`config.mk`:
```
export PLATFORM = sky130hd
export DESIGN_NAME = sdbt_div
export DESIGN_NICKNAME = d
export VERILOG_FILES = /design/src/sdbt_pkg.sv /design/src/sdbt_div.sv
export SDC_FILE = /design/constraint.sdc
export NUM_CORES = 1
export LEC_CHECK = 0
export ABC_AREA = 1
export BUFFER_PORTS_ARGS = -buffer_cell sky130_fd_sc_hd__buf_2
export CAP_MARGIN = 10
export CORE_MARGIN = 2
export CORE_UTILIZATION = 30
export DETAILED_ROUTE_END_ITERATION = 12
export PLACE_DENSITY_LB_ADDON = 0.3
export SLEW_MARGIN = 20
export SYNTH_ARGS = -nofsm -noshare
export SYNTH_HDL_FRONTEND = slang
export SYNTH_SLANG_ARGS = --single-unit
```
`constraint.sdc`:
```
create_clock -name i_clk -period 5.1 [get_ports i_clk]
set_input_delay 0 -clock i_clk [delete_from_list [all_inputs] [get_ports i_clk]]
set_output_delay 0 -clock i_clk [all_outputs]
set_load 0.1 [all_outputs]
```
`src/sdbt_pkg.sv`:
```
// Shared types and constants for the sparse disk block translator.
// No dependencies; used by every module under src.
`default_nettype none

package sdbt_pkg;

    localparam int OFF_W     = 48;
    localparam int LEN_W     = 17;
    localparam int DEST_W    = 16;
    localparam int BS_W      = 29;
    localparam int CNT_W     = 13;
    localparam int MODE_W    = 2;
    localparam int ENTRY_W   = 32;
    localparam int IDX_W     = 12;
    localparam int BIDX_W    = 36;
    localparam int CFG_IDX_W = 2;
    localparam int CFG_W     = 48;

    localparam int S_TDATA_W = 112;
    localparam int M_TDATA_W = 88;
    localparam int M_TUSER_W = 2;

    localparam logic [LEN_W-1:0]   MAX_READ     = 17'd65536;
    localparam logic [BS_W-1:0]    MIN_BLOCK    = 29'd4096;
    localparam logic [BS_W-1:0]    BS_RESET     = 29'd2097152;
    localparam logic [ENTRY_W-1:0] UNALLOCATED  = 32'hFFFF_FFFF;
    localparam logic [OFF_W-1:0]   SECTOR_BYTES = 48'd512;
    localparam int                 SECTOR_SHIFT = 9;

    localparam logic [MODE_W-1:0] MODE_NONE    = 2'd0;
    localparam logic [MODE_W-1:0] MODE_FIXED   = 2'd1;
    localparam logic [MODE_W-1:0] MODE_DYNAMIC = 2'd2;

    localparam logic [CFG_IDX_W-1:0] CFG_MODE   = 2'd0;
    localparam logic [CFG_IDX_W-1:0] CFG_VSIZE  = 2'd1;
    localparam logic [CFG_IDX_W-1:0] CFG_BSIZE  = 2'd2;
    localparam logic [CFG_IDX_W-1:0] CFG_ECOUNT = 2'd3;

    localparam logic FUNC_LOAD = 1'b0;
    localparam logic FUNC_READ = 1'b1;

    typedef enum logic [2:0] {
        S_IDLE,
        S_CHK,
        S_DIV,
        S_LOOK,
        S_CALC,
        S_OUT
    } t_state;

endpackage

`default_nettype wire

```
`src/sdbt_div.sv`:
```
// Iterative restoring divider, one quotient bit per cycle.
// Uses sdbt_pkg for widths.
`default_nettype none

module sdbt_div (
    input  wire logic                        i_clk,
    input  wire logic                        i_rst_n,
    input  wire logic                        i_start,
    input  wire logic [sdbt_pkg::OFF_W-1:0] i_dividend,
    input  wire logic [sdbt_pkg::BS_W-1:0]  i_divisor,
    output logic                             o_done,
    output logic [sdbt_pkg::OFF_W-1:0]      o_quot,
    output logic [sdbt_pkg::BS_W-1:0]       o_rem
);

    localparam int STEPS = sdbt_pkg::OFF_W;
    localparam int CW    = $clog2(STEPS);

    logic                       r_busy;
    logic                       r_done;
    logic [CW-1:0]              r_cnt;
    logic [sdbt_pkg::OFF_W-1:0] r_quo;
    logic [sdbt_pkg::BS_W-1:0]  r_rem;
    logic [sdbt_pkg::BS_W-1:0]  r_dvs;

    logic [sdbt_pkg::BS_W:0]    n_trial;
    logic [sdbt_pkg::BS_W:0]    n_diff;
    logic                       n_ge;

    always_comb begin
        n_trial = {r_rem, r_quo[sdbt_pkg::OFF_W-1]};
        n_diff  = n_trial - {1'b0, r_dvs};
        n_ge    = n_trial >= {1'b0, r_dvs};
    end

    always_ff @(posedge i_clk) begin
        if (!i_rst_n) begin
            r_busy <= 1'b0;
            r_done <= 1'b0;
            r_cnt  <= '0;
        end else begin
            r_done <= 1'b0;
            if (i_start) begin
                r_busy <= 1'b1;
                r_cnt  <= '0;
            end else if (r_busy) begin
                r_cnt <= r_cnt + 1'b1;
                if (r_cnt == CW'(STEPS - 1)) begin
                    r_busy <= 1'b0;
                    r_done <= 1'b1;
                end
            end
        end
    end

    always_ff @(posedge i_clk) begin
        if (i_start) begin
            r_quo <= i_dividend;
            r_rem <= '0;
            r_dvs <= i_divisor;
        end else if (r_busy) begin
            r_quo <= {r_quo[sdbt_pkg::OFF_W-2:0], n_ge};
            r_rem <= n_ge ? n_diff[sdbt_pkg::BS_W-1:0] : n_trial[sdbt_pkg::BS_W-1:0];
        end
    end

    assign o_done = r_done;
    assign o_quot = r_quo;
    assign o_rem  = r_rem;

endmodule

`default_nettype wire

```
Word level (Yosys, flattened, before mapping)

Index checks and enable logic that the tools add are counted.

Register bits after elaboration: 114

$add $sub $neg: 2
$lt $le $gt $ge: 1
Eq/ne operators: 1
Mux-type cells: 7
Bitwise logic cells: 2
Reduce and logical (&&, ||, !) cells: 3

Operators with widths:

| kind                  | count |
|---|---|
| $mux W48              | 2 |
| $ge A30 B29 Y1        | 1 |
| $mux W29              | 1 |
| $sub A29 B29 Y29      | 1 |
| $add A6 B1 Y6 const B | 1 |
| $eq A6 B6 Y1 const B  | 1 |
| $mux W1               | 4 |
| $reduce_or A3 Y1      | 1 |
| $not A1 Y1            | 2 |
| $reduce_bool A2 Y1    | 1 |
| $reduce_or A2 Y1      | 1 |

Logic depth before layout (Yosys ltp)

Gate-level depths: netlist of the first run.

Depth after elaboration: 4
Gate-level depth with buffers: 17

Least setup slack after synthesis of the first run

OpenSTA, ideal clock, no wires.

Path kind: reg2reg
From: register r_quo (netlist bit o_quot[47])
To: register r_rem (netlist bit o_rem[5])
Setup time: 199 ps
Arrival time: 2,558 ps
Path slack: 2,344 ps
Stages on the path, launching flop included: 16
Cells stage by stage: edfxtp_1 inv_1 ha_1 inv_1 fa_1 nand2_1 nand3_1 nand3_1 nand2_1 nand3_1 nand3_1 nand2_1 buf_2 nand3_1 nand3_1 o21ai_1

Word-level cells in the longest chain between the ends: 2

RTL lines:

| element                                                   | RTL line                       | text |
|---|---|---|
| start: declaration                                        | sdbt_div.sv:22                 | `logic [sdbt_pkg::OFF_W-1:0] r_quo;` |
| start signal: assignment                                  | sdbt_div.sv:58                 | `r_quo <= i_dividend;` |
| start signal: assignment                                  | sdbt_div.sv:62                 | `r_quo <= {r_quo[sdbt_pkg::OFF_W-2:0], n_ge};` |
| $sub A29 B29 Y29 / $ge A30 B29 Y1 (equally long branches) | sdbt_div.sv:32, sdbt_div.sv:33 |  |
| $mux W29 *                                                | sdbt_div.sv:63                 | `r_rem <= n_ge ? n_diff[sdbt_pkg::BS_W-1:0] : n_trial[sdbt_pkg::BS_W-1:0];` |
| end signal: assignment                                    | sdbt_div.sv:63                 |  |
| end: declaration                                          | sdbt_div.sv:23                 | `logic [sdbt_pkg::BS_W-1:0] r_rem;` |

Mark *: on every way between the ends. The rest lies on a longest branch, timed or not.
A chain may end at the register's enable or synchronous reset.

Final worst setup path of the first run

From: register r_quo (netlist bit o_quot[47])
To: register r_rem (netlist bit o_rem[14])

Same word-level chain as after synthesis.

==> results of run 1 <==
[worst min path at each step]
stage	to	slack, ns	cells after the start
after floorplan	r_dvs[0]$_DFFE_PP_	0.1	0
after global placement	r_dvs[21]$_DFFE_PP_	0.18	1
after detailed placement	r_dvs[10]$_DFFE_PP_	0.18	1
after CTS	r_dvs[14]$_DFFE_PP_	0.21	1
after global routing	r_dvs[14]$_DFFE_PP_	0.23	1
final	r_dvs[14]$_DFFE_PP_	0.18	1
[registers in the layout, indices dropped and copies added (netlist names)]
register / count
o_done: 1
r_cnt: 6
r_busy: 1
o_rem: 29
o_quot: 48
r_dvs: 29
[kinds of logic (layout without fill, tap and decap cells)]
group | after synthesis | after routing
AOI/OAI and AO/OA | 49 | 49
xor gates and xnor gates | 12 | 12
adders and majority gates | 31 | 31
buffers and inverters | 160 | 410
DFF | 114 | 114
and+or+nand+nor | 583 | 583
[layout make-up]
class / count / area share [%]
tap: 285 / 3.85
clock inverter: 15 / 1.70
sequential: 114 / 33.0
inverter: 138 / 5.60
multi-input combinational: 675 / 33.9
timing repair buffer: 240 / 17.3
clock buffer: 17 / 4.60
[per-layer routing]
metal	routed length, um	global-route usage (%)	vias up
li1	-	-	3456
met1	9050	21.9	2997
met2	10000	31.5	232
met3	1520	4.46	17
met4	231	5.25	0
met5	0	0	-
[through the flow]
stage / util (%) / instances / cell area [um^2] / hold slack [ns]
final: 41.3 / 1484 / 9260 / 0.182
after CTS: 41.3 / 1484 / 9260 / 0.205
after detailed placement: 35.2 / 1374 / 7890 / 0.178
after global placement: 35.2 / 1374 / 7890 / 0.177
after global routing: 41.3 / 1484 / 9260 / 0.232
after floorplan: - / 949 / 6810 / 0.0989
[cell usage in the layout (no fill, tap or decap), drive strengths merged]
| cell type | count |
|---|---|
| nand3b | 3 |
| xnor2 | 11 |
| dfxtp | 37 |
| and2 | 8 |
| buf | 162 |
| clkinvlp | 2 |
| o21ai | 17 |
| nand2 | 403 |
| a31oi | 3 |
| o211ai | 1 |
| dlygate4sd3 | 78 |
| ha | 30 |
| inv | 150 |
| fa | 1 |
| clkbuf | 17 |
| or2 | 1 |
| a21o | 1 |
| nand3 | 72 |
| nor2 | 80 |
| xor2 | 1 |
| o21bai | 3 |
| a21boi | 1 |
| nor3 | 6 |
| and3 | 1 |
| nand4 | 9 |
| bufinv | 1 |
| edfxtp | 77 |
| a21oi | 23 |
[where the power goes]
| group | switching [mW] | internal, mW |
|---|---|---|
| combinational | 0.463 | 0.144 |
| clock | 0.522 | 0.694 |
| sequential | 0.0316 | 1.06 |
| total | 1.02 | 1.90 |
[worst register-to-register path: stages (launching register included)]
cell and delay, ns:
sky130_fd_sc_hd__edfxtp_1 0.38, sky130_fd_sc_hd__inv_1 0.09, sky130_fd_sc_hd__ha_1 0.16, sky130_fd_sc_hd__inv_1 0.07
sky130_fd_sc_hd__fa_1 0.40, sky130_fd_sc_hd__nand2_1 0.09, sky130_fd_sc_hd__nand3_1 0.11, sky130_fd_sc_hd__nand3_1 0.09
sky130_fd_sc_hd__nand2_1 0.12, sky130_fd_sc_hd__nand2_1 0.09, sky130_fd_sc_hd__nand2_1 0.10, sky130_fd_sc_hd__nand2_1 0.12
sky130_fd_sc_hd__nand3_4 0.41, sky130_fd_sc_hd__nor2_1 0.25, sky130_fd_sc_hd__nor2_1 0.06, sky130_fd_sc_hd__nand2_1 0.08
sky130_fd_sc_hd__nand2_1 0.06
[cells in the mapped netlist (6+ instances only)]
cell type                  number  area share (%)
sky130_fd_sc_hd__nand2_1      403              22
sky130_fd_sc_hd__inv_1        136             7.5
sky130_fd_sc_hd__nor2_1        78             4.3
sky130_fd_sc_hd__edfxtp_1      77              34
sky130_fd_sc_hd__nand3_1       71             5.2
sky130_fd_sc_hd__dfxtp_1       37              11
sky130_fd_sc_hd__ha_1          30             5.5
sky130_fd_sc_hd__a21oi_1       21             1.5
sky130_fd_sc_hd__clkbuf_1      16            0.88
sky130_fd_sc_hd__o21ai_1       12            0.88
sky130_fd_sc_hd__xnor2_1       11             1.4
sky130_fd_sc_hd__nand4_1        9            0.83
sky130_fd_sc_hd__and2_1         7            0.64
sky130_fd_sc_hd__nor3_1         6            0.44
[repair_timing]
item,in CTS,in global routing
hold endpoints to repair,81,0
endpoints found under the setup margin,0,0
hold buffers,78,0
==> summary.md, run 1 <==
* in2reg — HP Class
* 0 — antenna cells
* 44.8% — post-synthesis sequential area ratio
* reg2reg — critical path class
* 6761 — via count of the first global-routing pass
* 3050 um^2 — register area
* 77 — count of flip-flops with a built-in enable after synthesis
* 0 — Final Hold Viols
* 45 — worst-path maximum fanout
* 0.943 — routability-driven placement congestion ratio
* sky130_fd_sc_hd__edfxtp_1 — prevailing post-synth register cell
* 14.0 um — final routed wire length divided by cell count
* 0 — number of max-cap violations
* sky130_fd_sc_hd__nand3_4 — slowest stage cell, crit path
* simple AND/OR/NAND/NOR gates — largest family of logic cells by synthesized area
* 0 — Post-CTS Setup Inserts
* 155 um — vertical die dimension
* 0.43 ns — Clk Latency, worst-skew pair
* 315 nW/um^2 — Pwr per Cell Area
* 2.33 ns — Place WS
* sky130_fd_sc_hd__nand2_1 — dominant cell type by count on the critical path
* 3.10 ns — arrival time worst endpoint
* i_start — hold path startpoint
* inv_1 > ha_1 > inv_1 > fa_1 > nand2_1 > nand3_1 > nand3_1 > nand2_1 > nand2_1 > nand2_1 > nand2_1 > nand3_4 > nor2_1 > nor2_1 > nand2_1 > nand2_1 — worst-path cell chain
* 5 — detailed-router iteration count before antenna repair
* 23900 um^2 — die area
* 4.52 — number of vias per cell
* o_rem[14]$_SDFFE_PP0P_ — critical path capture point
* 0 — number of pins with negative max-slew slack in the final report
* 155 um — Die Wd
* 0 — DRC Markers
* 53 — largest net degree at the start of global routing
* 36.7% — worst slew slack as a fraction of its limit
* 0 ns — total negative setup slack
* 359 MHz — maximum operating frequency
* 114 — clk sinks
* 3.98% — synthesized-area fraction occupied by ao, oa, aoi and oai cells
* 18.0% — global-route total usage across every layer
* 17 — number of CTS-inserted buffers
* 0.41 ns — critical path's largest stage delay
* 0 — Yosys warning count
* 17.0% — fraction of layout cells with a size suffix above 1
* 4.74 nW — static leakage power
* 16 — worst r2r path cells
* 949 — gate count after technology mapping
* 30.4% — initial cell density of the core
* 1297 — nets
* 0 — post-cts gate resize count
* 362 — starting DRC count in detailed routing
* o_quot[47]$_DFFE_PP_ — Critical Path Source
* 5.42 ns — required time at the worst-slack endpoint
* 54.6% — post-route fraction of the period consumed by the critical path
* 55 — number of rows created at floorplan
* 6702 — via count
* 0 — gr ovfl total
* 34.7% — basic-gate share of the synthesized area counting and, or, nand and nor cells
* 157 — Buffers on Ports
* 15000 um — detailed placer's ending HPWL
* 2.31 ns — Final WS setup
* 0% — mux share of post-synthesis cell area
* 2319 — FILL cells
* 7.18 um^2 — mean instance size in the synthesized netlist
* 20800 um — aggregate routed wire length
* o_rem[14]$_SDFFE_PP0P_ — Reg-to-Reg End
* 33 — number of distinct library cells after synthesis
* 0 — initial antenna violation count
* 2 — Bufs and invs on worst path
* built — TritonCTS clock tree
* 0.212 mV — Max IR drop VDD
* 6810 um^2 — area of the mapped netlist
* 0 — Final ANT Viol Nets
* o_quot[47]$_DFFE_PP_ — worst reg2reg path startpoint
* 34100 um — global-route wire length before repair
* 22400 um^2 — core area
* 0.07 ns — clock transition time at the flip-flop clock pins of the worst setup and hold paths
* 2.31 ns — worst reg-to-reg setup slack
* flip-flop — kind of launch point of the worst setup path
* 5.80% — Post-Synth Adder-Cell Area
* 16 — Crit path depth
* 0 — Final Setup Violations
* 0.0153 ns — clk_skew
* 0.947 ns — transition time at the pin with the least slew margin
* 3140 um^2 — multi-input gate area in the final layout
* false — unrepaired setup endpoints after global routing
* simple AND/OR/NAND/NOR gates — category of cells accounting for the largest share of critical-path delay
* 1060 — net count after synthesis
* 114 — synthesis-stage register bit count
* 35.8% — Syn-to-layout area delta
* 2.79 ns — final worst path period need
* finished, final reports clean — run status
* flip-flop — kind of end point of the critical path
* 4 — maximum level of the CTS H-tree
* 158 — number of primary I/O pins
* 2.92 mW — total power draw
* sky130_fd_sc_hd__clkbuf_16 — clock tree root buffer cell
* 0% — fraction of synthesis flops using an asynchronous set or reset pin
* 1.54% — xor and xnor fraction of the mapped netlist area
* 2 — Clock Tree Buf Depth
Power figures use the tool's default switching activity.
==> run 2: changes to the inputs <==
==> constraint.sdc (replaced) <==
create_clock -name i_clk -period 2.8 [get_ports i_clk]
set_input_delay 0 -clock i_clk [delete_from_list [all_inputs] [get_ports i_clk]]
set_output_delay 0 -clock i_clk [all_outputs]
set_load 0.1 [all_outputs]
==> summary.md, run 2 (synthesized netlist as in run 1, its figures left out) <==
* finished, final reports clean — run status
* 19 — worst-path maximum fanout, -58%
* 0.06 ns — clock transition time at the flip-flop clock pins of the worst setup and hold paths, about the same
* false — unrepaired setup endpoints after global routing
* 1304 — nets, +0.54%
* 8 — detailed-router iteration count before antenna repair, +3
* sky130_fd_sc_hd__clkbuf_16 — clock tree root buffer cell
* 0.43 ns — Clk Latency, worst-skew pair, about the same
* 48 — number of flip-flops under the largest register name, unchanged
* 318 — starting DRC count in detailed routing, -12%
* 0 — Post-CTS Setup Inserts, unchanged
* 0 — DRC Markers, unchanged
* 17.5% — fraction of layout cells with a size suffix above 1, +0.48 points
* 33800 um — global-route wire length before repair, -0.69%
* 6625 — via count of the first global-routing pass, -2.0%
* 4 — maximum level of the CTS H-tree, unchanged
* 0 ns — total negative setup slack, unchanged
* 114 — clk sinks, unchanged
* 0.0135 ns — clk_skew, -0.00185 ns
* 21400 um — aggregate routed wire length, +3.0%
* flip-flop — kind of end point of the critical path
* 0.365 mV — Max IR drop VDD, +73%
* 402 x sky130_fd_sc_hd__nand2_1, 157 x sky130_fd_sc_hd__buf_2, 135 x sky130_fd_sc_hd__inv_1 — leading cell types in the layout, fill and taps excluded
* 14.4 um — final routed wire length divided by cell count, +2.5%
* 89.8% — post-route fraction of the period consumed by the critical path, +35 points
* 55 — number of rows created at floorplan, unchanged
* 4.79 nW — static leakage power, +1.1%
* 37.1% — Syn-to-layout area delta
* 51.8% — worst slew slack as a fraction of its limit, +15 points
* 0 — number of pins with negative max-slew slack in the final report, unchanged
* 17 — number of CTS-inserted buffers, unchanged
* 2.83 ns — arrival time worst endpoint, -0.27 ns
* 6796 — via count, +1.4%
* in2reg — HP Class
* 1 — initial antenna violation count, +1
* 3.12 ns — required time at the worst-slack endpoint, -2.30 ns
* 158 — number of primary I/O pins, unchanged
* 15700 um — detailed placer's ending HPWL, +4.4%
* 398 MHz — maximum operating frequency, +11%
* built — TritonCTS clock tree
* 157 — Buffers on Ports, unchanged
* 155 um — vertical die dimension, unchanged
* 2 — Clock Tree Buf Depth, unchanged
* 0 — gr ovfl total, unchanged
* 0 — Final Setup Violations, unchanged
* 575 nW/um^2 — Pwr per Cell Area, +82%
* 64 — largest net degree at the start of global routing, +21%
* 41.6% — share of the core filled with cells, +0.37 points
* 0 — Final ANT Viol Nets, unchanged
* 4.55 — number of vias per cell, +0.86%
* sky130_fd_sc_hd__nand2_1 — most common cell after layout, fill and taps aside
* 0 — number of max-cap violations, unchanged
* 2.52 ns — final worst path period need, -0.270 ns
* 0.723 ns — transition time at the pin with the least slew margin, -0.223 ns
* 18.0% — global-route total usage across every layer, +0.034 points
* 23900 um^2 — die area, unchanged
* 22400 um^2 — core area, unchanged
* 30.4% — initial cell density of the core, unchanged
* flip-flop — kind of launch point of the worst setup path
* 155 um — Die Wd, unchanged
* reg2reg — critical path class
* 0.897 — routability-driven placement congestion ratio, -4.9%
* 0 — Final Hold Viols, unchanged
-- run 2: stage by stage --
| step | std cells | total power, mW | cell area (um^2) | hold WS [ns] | setup WS, ns |
|---|---|---|---|---|---|
| 6_report | 1492 | 5.37 | 9340 | 0.0577 | 0.285 |
| 5_1_grt | 1492 | 5.56 | 9340 | 0.0805 | 0.0138 |
| 4_1_cts | 1491 | 5.42 | 9330 | 0.0590 | 0.230 |
| 3_5_place_dp | 1381 | 3.06 | 7950 | 0.178 | 0.240 |
| 3_3_place_gp | 1381 | 3.05 | 7950 | 0.177 | 0.338 |
| 2_1_floorplan | 949 | 2.81 | 6810 | 0.0989 | 0.0436 |
-- run 2: final timing paths --
path	start	end	slack, ns	cells after the start
min reg2reg	o_rem[20]$_SDFFE_PP0P_	o_rem[20]$_SDFFE_PP0P_	0.49	2
max reg2reg	o_quot[47]$_DFFE_PP_	o_rem[18]$_SDFFE_PP0P_	0.28	17
max	o_quot[47]$_DFFE_PP_	o_rem[18]$_SDFFE_PP0P_	0.28	17
min	i_start	r_dvs[3]$_DFFE_PP_	0.06	1
-- run 2: layout make-up --
cell class | instances | area [um^2]
sequential | 114 | 3050
clock buffer | 17 | 425
tap | 285 | 357
antenna | 1 | 2.50
inverter | 138 | 518
clock inverter | 15 | 174
timing repair buffer | 247 | 1670
fill | 2332 | 13100
multi-input combinational | 675 | 3140
-- run 2: timing repair --
item	CTS	global route
hold buffers	78	0
endpoints found under the setup margin	0	11
gates resized for setup	0	2
endpoints found under the hold margin	81	0
-- run 2: routing by layer --
layer | vias up | track usage, % | wire length, um
met2 | 220 | 30.3 | 10000
met3 | 32 | 4.76 | 1430
li1 | 3472 | - | -
met4 | 0 | 6.13 | 418
met5 | - | 0 | 0
met1 | 3072 | 22.4 | 9580
-- run 2: power breakdown --
part	switching (mW)	internal [mW]
sequential	0.0566	1.93
combinational	0.853	0.267
clock	0.921	1.34
-- run 2: worst max-delay path, stage by stage, from the launching register on --
cell and delay (ns):
sky130_fd_sc_hd__edfxtp_1 0.38, sky130_fd_sc_hd__inv_1 0.09, sky130_fd_sc_hd__ha_1 0.17, sky130_fd_sc_hd__inv_1 0.07, sky130_fd_sc_hd__fa_1 0.41, sky130_fd_sc_hd__nand2_1 0.09
sky130_fd_sc_hd__nand3_1 0.10, sky130_fd_sc_hd__nand3_1 0.09, sky130_fd_sc_hd__nand2_1 0.14, sky130_fd_sc_hd__nand2_1 0.09, sky130_fd_sc_hd__nand2_1 0.09, sky130_fd_sc_hd__nand2_1 0.12
sky130_fd_sc_hd__nand3_4 0.10, sky130_fd_sc_hd__buf_6 0.18, sky130_fd_sc_hd__nor2_1 0.11, sky130_fd_sc_hd__nor2_1 0.05, sky130_fd_sc_hd__nand2_1 0.08, sky130_fd_sc_hd__nand2_1 0.04
